## src/hw/rtl/bmf_pkg.sv

```systemverilog
// ----------------------------------------------------------------------------
// bmf_pkg
// Shared constants, types and helpers of the binary morphology filter.
// ----------------------------------------------------------------------------
package bmf_pkg;

	localparam int MAX_WIDTH       = 1024;
	localparam int MAX_HALF_KERNEL = 3;
	localparam int MAX_HEIGHT      = 1024;
	localparam int WIN             = 2 * MAX_HALF_KERNEL + 1;
	localparam int LINES           = 2 * MAX_HALF_KERNEL;
	localparam int COL_W           = $clog2(MAX_WIDTH);
	localparam int DIM_W           = 11;
	localparam int HALF_W          = 2;
	localparam int OP_W            = 3;
	localparam int ROW_W           = DIM_W + 2;
	localparam int CFG_IDX_W       = 3;
	localparam int CFG_DATA_W      = 11;

	typedef logic signed [ROW_W-1:0] row_t;
	typedef logic [COL_W-1:0]        col_t;
	typedef logic [DIM_W-1:0]        dim_t;
	typedef logic [HALF_W-1:0]       half_t;

	typedef struct packed {
		row_t row;
		col_t col;
	} pos_t;

	typedef enum logic [OP_W-1:0] {
		OP_DILATE   = 3'd0,
		OP_ERODE    = 3'd1,
		OP_CLOSE    = 3'd2,
		OP_OPEN     = 3'd3,
		OP_GRADIENT = 3'd4
	} op_t;

	typedef enum logic [CFG_IDX_W-1:0] {
		CFG_OPERATION    = 3'd0,
		CFG_HALF_WIDTH   = 3'd1,
		CFG_HALF_HEIGHT  = 3'd2,
		CFG_IMAGE_WIDTH  = 3'd3,
		CFG_IMAGE_HEIGHT = 3'd4
	} cfg_idx_t;

	typedef enum logic [1:0] {
		EV_DILATE   = 2'd0,
		EV_ERODE    = 2'd1,
		EV_GRADIENT = 2'd2
	} ev_kind_t;

	typedef enum logic [2:0] {
		ST_IDLE,
		ST_RD1,
		ST_PUSH1,
		ST_EVAL1,
		ST_PUSH2,
		ST_EVAL2,
		ST_OUT,
		ST_NORM
	} state_t;

	typedef struct packed {
		logic capture;
		logic push1;
		logic eval1;
		logic push2;
		logic eval2;
		logic norm;
	} cmd_t;

	typedef struct packed {
		logic proc;
		logic two_need;
		logic norm;
	} status_t;

	// step a raster position back by one stage delay (hh rows and hw pixels)
	function automatic pos_t sub_delay(pos_t p, dim_t w, half_t hw, half_t hh);
		row_t r;
		row_t c;
		row_t wx;
		pos_t res;
		r  = p.row;
		wx = {{(ROW_W-DIM_W){1'b0}}, w};
		c  = $signed({{(ROW_W-COL_W){1'b0}}, p.col}) - $signed({{(ROW_W-HALF_W){1'b0}}, hw});
		// narrow images need more than one borrow
		for (int i = 0; i < MAX_HALF_KERNEL; i++) begin
			if (c < 0) begin
				c = c + wx;
				r = r - row_t'(1);
			end
		end
		r       = r - $signed({{(ROW_W-HALF_W){1'b0}}, hh});
		res.row = r;
		res.col = c[COL_W-1:0];
		return res;
	endfunction

endpackage

```

## src/hw/rtl/bmf_ctrl.sv

```systemverilog
// ----------------------------------------------------------------------------
// bmf_ctrl
// Sequencer: capture, line read, push and evaluate per stage, then result.
// ----------------------------------------------------------------------------
module bmf_ctrl (
	input  logic              clk,
	input  logic              arst_n,
	input  logic              in_valid,
	input  logic              out_ready,
	input  bmf_pkg::status_t  status,
	output bmf_pkg::cmd_t     cmd,
	output logic              in_ready,
	output logic              out_valid
);

	bmf_pkg::state_t state_q;
	bmf_pkg::state_t state_d;

	always_ff @(posedge clk or negedge arst_n) begin
		if (!arst_n) begin
			state_q <= bmf_pkg::ST_IDLE;
		end else begin
			state_q <= state_d;
		end
	end

	always_comb begin
		state_d = state_q;
		unique case (state_q)
			bmf_pkg::ST_IDLE: begin
				if (in_valid) begin
					// column past the row end after a width change: rewrap first
					if (status.norm) begin
						state_d = bmf_pkg::ST_NORM;
					end else begin
						// ignored drain items skip the stages
						state_d = status.proc ? bmf_pkg::ST_RD1 : bmf_pkg::ST_OUT;
					end
				end
			end
			bmf_pkg::ST_NORM: begin
				state_d = status.norm ? bmf_pkg::ST_NORM : bmf_pkg::ST_IDLE;
			end
			bmf_pkg::ST_RD1:   state_d = bmf_pkg::ST_PUSH1;
			bmf_pkg::ST_PUSH1: state_d = bmf_pkg::ST_EVAL1;
			bmf_pkg::ST_EVAL1: begin
				state_d = status.two_need ? bmf_pkg::ST_PUSH2 : bmf_pkg::ST_OUT;
			end
			bmf_pkg::ST_PUSH2: state_d = bmf_pkg::ST_EVAL2;
			bmf_pkg::ST_EVAL2: state_d = bmf_pkg::ST_OUT;
			bmf_pkg::ST_OUT: begin
				if (out_ready) begin
					state_d = bmf_pkg::ST_IDLE;
				end
			end
			default: state_d = bmf_pkg::ST_IDLE;
		endcase
	end

	always_comb begin
		cmd       = '0;
		in_ready  = 1'b0;
		out_valid = 1'b0;
		unique case (state_q)
			bmf_pkg::ST_IDLE: begin
				in_ready    = !status.norm;
				cmd.capture = in_valid && !status.norm;
			end
			bmf_pkg::ST_NORM:  cmd.norm  = 1'b1;
			bmf_pkg::ST_PUSH1: cmd.push1 = 1'b1;
			bmf_pkg::ST_EVAL1: cmd.eval1 = 1'b1;
			bmf_pkg::ST_PUSH2: cmd.push2 = 1'b1;
			bmf_pkg::ST_EVAL2: cmd.eval2 = 1'b1;
			bmf_pkg::ST_OUT:   out_valid = 1'b1;
			default: begin
			end
		endcase
	end

	a_ready_excl: assert property (@(posedge clk) disable iff (!arst_n)
		!(in_ready && out_valid))
		else $error("input and output handshakes open together");

	a_capture_next: assert property (@(posedge clk) disable iff (!arst_n)
		cmd.capture |=> (state_q == bmf_pkg::ST_RD1 || state_q == bmf_pkg::ST_OUT))
		else $error("bad state after capture");

	a_push2_follows: assert property (@(posedge clk) disable iff (!arst_n)
		cmd.push2 |-> $past(cmd.eval1) && status.two_need)
		else $error("second stage pushed out of order");

	a_eval2_follows: assert property (@(posedge clk) disable iff (!arst_n)
		cmd.eval2 |-> $past(cmd.push2))
		else $error("second stage evaluated without push");

endmodule

```

## config.mk

```make
export PLATFORM = sky130hd
export DESIGN_NAME = bmf_ctrl
export DESIGN_NICKNAME = d
export VERILOG_FILES = /design/src/hw/rtl/bmf_pkg.sv /design/src/hw/rtl/bmf_ctrl.sv
export SDC_FILE = /design/constraint.sdc
export NUM_CORES = 1
export LEC_CHECK = 0
export CAP_MARGIN = 25
export CORE_AREA = 2 2 39 41
export DETAILED_ROUTE_END_ITERATION = 8
export DIE_AREA = 0 0 41 43
export DONT_BUFFER_PORTS = 1
export PLACE_DENSITY = 0.46
export SYNTH_ARGS = -nofsm -noshare
export SYNTH_HDL_FRONTEND = slang
export SYNTH_SLANG_ARGS = --single-unit
```

## constraint.sdc

```tcl
create_clock -name clk -period 2.8 [get_ports clk]
set_input_delay 0.28 -clock clk [delete_from_list [all_inputs] [get_ports clk]]
set_output_delay 0.28 -clock clk [all_outputs]
set_load 0.02 [all_outputs]
```

# Yosys cells after proc, flatten, opt, wreduce, memory -nomap -nowiden
# Cells that the tools add are included.
# totals
reg_bits,3
latch_bits,0
mem_bits_rw,0
n_memories,0
word_cells,29
rom_bits,0
input_bits,7
# classes
n_eq_ne,9
n_mux,15
div_mod_pow,0
magnitude_cmp,0
mul,0
addsub,0
n_shift,0
bitwise_logic,0
n_reduce_logical,4
# ops
cell,count
3-bit one-hot mux with 8 select lines,1
3-bit 2-to-1 mux,5
3-bit equality test (second input constant),4
1-bit 2-to-1 mux,8
3-bit by 2-bit equality test with 1-bit output (second input constant),2
2-bit != test (second input constant),2
3-bit by 1-bit equality test with 1-bit output (second input constant),1
3-bit zero test,1
2-bit 2-to-1 mux,1
2-bit AND reduction,1
1-bit logical AND,1
1-bit zero test,1

# Logic depth before layout (Yosys ltp)
# logic_depth
ltp_word,4
ltp_mapped,5
mapped_depth_nobuf,4

# Worst setup path after synthesis
# Ideal clock, no wire load.
# synth_timing
path_type,reg2out
start,reg state_q[1]
end,out cmd[5] (netlist bit)
t_arrival_ns,1.257
path_stages_with_launch,4
required_ns,2.520
path_slack_ns,1.263
cell_sequence,dfrtp_1 buf_4 nor4_2 and2_1
# synth_lines
element,line,rtl
from (decl),bmf_ctrl.sv:16,bmf_pkg::state_t state_q;
from (signal assigned),bmf_ctrl.sv:21,state_q <= bmf_pkg::ST_IDLE;
from (signal assigned),bmf_ctrl.sv:23,state_q <= state_d;
to (decl),bmf_ctrl.sv:11,"output bmf_pkg::cmd_t cmd,"

==> results.ini <==
[status]
run_status = finished, final reports clean

[route]
vias_per_cell = 4.839
drt_first_iter_violations = 10
drc_violations = 0
route.final.wire_length_um = 677
drt_pass1_iterations = 4
post_detailed_route_count_of_antenna_violating_nets = 0
routed-via-count = 271
mean_routed_wirelength_per_cell_um = 12.09

[layout]
final_layout_size_suffix_gt1_share_pct = 20.00
largestRegisters = state_q (3)
layout_commonest_cell = sky130_fd_sc_hd__nor2_1
final_cell_mix = sky130_fd_sc_hd__nor2_1, sky130_fd_sc_hd__nand2_1, sky130_fd_sc_hd__o21ai_1, sky130_fd_sc_hd__clkbuf_4, sky130_fd_sc_hd__dfrtp_1
final_nets = 48
layout-area-overhead-vs-synth_pct = 11.39
max_flop_register = state_q
insertedDiodeCount = 0
largest_register_ff_count = 3

[yosys]
synth_seq_area_share_pct = 25.32
synth.mux.area_fraction_pct = 0
synth_compound_gate_area_share_pct = 25.32
netlist.area_leader.share_pct = 25.32
synth-adder-area-share_pct = 0
synthCells = 38
yosys_warning_total = 0
synth_cell_type_count = 20
synth-simple-area-share_pct = 40.51
synth_top_cell_by_area = sky130_fd_sc_hd__dfrtp_1
syn_nets = 45
synth.cell_area_um2 = 296.5
synth_seq_cells = 3
fraction_of_synthesized_cell_area_in_xor_and_xnor_cells_pct = 0
postSynthAreaPerCell_um2 = 7.804
synth_top_family_by_area = simple AND/OR/NAND/NOR gates
ys_top_cells_by_area = sky130_fd_sc_hd__dfrtp_1, sky130_fd_sc_hd__buf_4, sky130_fd_sc_hd__nor2_1

[critical_path]
crit_arrival_ns = 1.69
worst_r2r_path_depth = 4
crit-reg2reg-capture = state_q[0]
cp_data_required_time_ns = 2.52
rrSetupSlack_ns = 1.33
critical_path.endpoint_type = primary output
worstSetupStartpointType = register
critPathMaxFanout = 13
timing_worst_setup_path_type = register to primary output
timing.rr.start = state_q[0]

[timing]
fin_crit_ns = 1.975
finalSetupViolations = 0
hold_viol = 0
fin_worst_hold_slack_ns = 0.1838
unrepaired_setup_endpoints_after_global_routing = no
clock_skew_ns = 0.007353
fin_crit_sh_pct = 70.53
tightest_slew_ns = 0.6892
max_freq_mhz = 506.4
worst_slew_margin_rel_pct = 53.95
final_max_slew_viol_count = 0
total_negative_setup_slacks_ns = 0

[global_routing]
grt_use_total_pct = 8.643
pin_count_of_the_biggest_net_entering_global_routing = 16
grt-ovfl-total = 0
grt_first_pass_wirelength_um = 897
first_global_vias = 212
grt_antenna_before_repair = 0

[pwr]
irDropWorstVdd_uv = 363.1
power.share.clock_pct = 18.3
netSwitchingFraction_pct = 54.24
intPower_mw = 0.2028
powerDensity_mw_per_mm2 = 1342
power_frac_comb_pct = 47.3
sequential_power_share_pct = 34.4
switchingPower_mw = 0.2403
total_leakage_power_nw = 0.1275

[floorplanning]
core_area_mm2 = 0.001384
rows = 14
die_height_um = 43
ios = 15
start_util_pct = 21.43
fp.dieArea_mm2 = 0.001763
floorplan.die.width_um = 41

[min_path]
hold_path.class = input pin to register
hold_worst_path_end = state_q[0]
min_from = status[0]
whs_path_depth = 2

[clock_tree]
clk_latency_ns = 0.24
post_cts.resized_instances = 0
cts-root-buf = sky130_fd_sc_hd__clkbuf_4
cts.sink_count = 3
cts.repair_timing.setup_buffer_count = 0
cts_tree = built
clk_pin_slew_ns = 0.04
cts-root-to-sink-buffers = 2
cts-htree-levels = 1
cts_made_buffers = 3

[job]
maxCapViolations = 0

[place]
place_congestion = 0.6584
quantity_of_i_o_buffers_inserted_on_ports = 0

## power by group through the flow
stage                     clock, mW  sequential (mW)  combinational (mW)
after global placement            0            0.152               0.213
after global routing         0.0855            0.161               0.234
after floorplan                   0           0.0878               0.268
final                        0.0810            0.153               0.210
after CTS                    0.0835            0.152               0.214
after detailed placement          0            0.152               0.211
## worst max-delay path by stage
stage | startpoint | endpoint | slack (ns) | depth (start not counted)
3_5_place_dp | state_q[2] | cmd[5] | 1.07 | 2
6_report | state_q[2] | cmd[5] | 0.83 | 2
2_1_floorplan | state_q[1] | cmd[5] | 1.26 | 3
3_3_place_gp | state_q[2] | cmd[5] | 1.08 | 2
5_1_grt | state_q[0] | cmd[5] | 0.72 | 2
4_1_cts | state_q[2] | cmd[5] | 0.82 | 2
## per-stage QoR
step,power (mW),utilization (%),cell area [um^2],setup slack (ns),std cells
after floorplan,0.3561,-,296.5,1.263,38
after global placement,0.3650,21.25,294.0,1.080,51
after detailed placement,0.3638,21.25,294.0,1.073,51
after CTS,0.4490,23.87,330.3,0.8155,56
after global routing,0.4796,23.87,330.3,0.7153,56
final,0.4432,23.87,330.3,0.8253,56
## cell families (layout without fill, tap and decap cells)
logic type / after synthesis / in the layout
and+or+nand+nor: 21 / 21
AOI/OAI and AO/OA: 10 / 10
buffers and inverters: 4 / 6
DFF: 3 / 3
## synth_stat cells, drive strengths merged
| library cell | number |
|---|---|
| nor2 | 6 |
| nand2 | 5 |
| o21ai | 4 |
| buf | 3 |
| dfrtp | 3 |
| a31oi | 2 |
| nand2b | 2 |
| nor3b | 2 |
| nor4 | 2 |
| a211o | 1 |
| a21oi | 1 |
| a22oi | 1 |
| and2 | 1 |
| inv | 1 |
| nor2b | 1 |
| nor3 | 1 |
| o41ai | 1 |
| or2b | 1 |
## critical path: stages, from the launching register on
cell and delay [ns]:
sky130_fd_sc_hd__dfrtp_1 0.53, sky130_fd_sc_hd__nor4_2 0.60, sky130_fd_sc_hd__and2_1 0.33
## layout make-up
type	count	area, um^2
Sequential cell	3	75.07
Inverter	1	3.754
Tap cell	16	20.02
Timing Repair Buffer	1	10.01
Clock buffer	4	26.28
Multi-Input combinational cell	31	195.2
Fill cell	165	1054
## metal layers
metal / GRT usage, % / routed length (um) / vias to the layer above
li1: - / - / 137
met1: 8.710 / 282 / 115
met4: 10.00 / 22 / 0
met5: 0 / 0 / -
met2: 10.00 / 258 / 17
met3: 6.283 / 114 / 2
## what timing repair did
action                                  CTS  global route
endpoints found under the setup margin    0             0
hold buffers                              1             0
hold endpoints to repair                  3             0
Note: power is estimated with default switching activity, not from simulation.
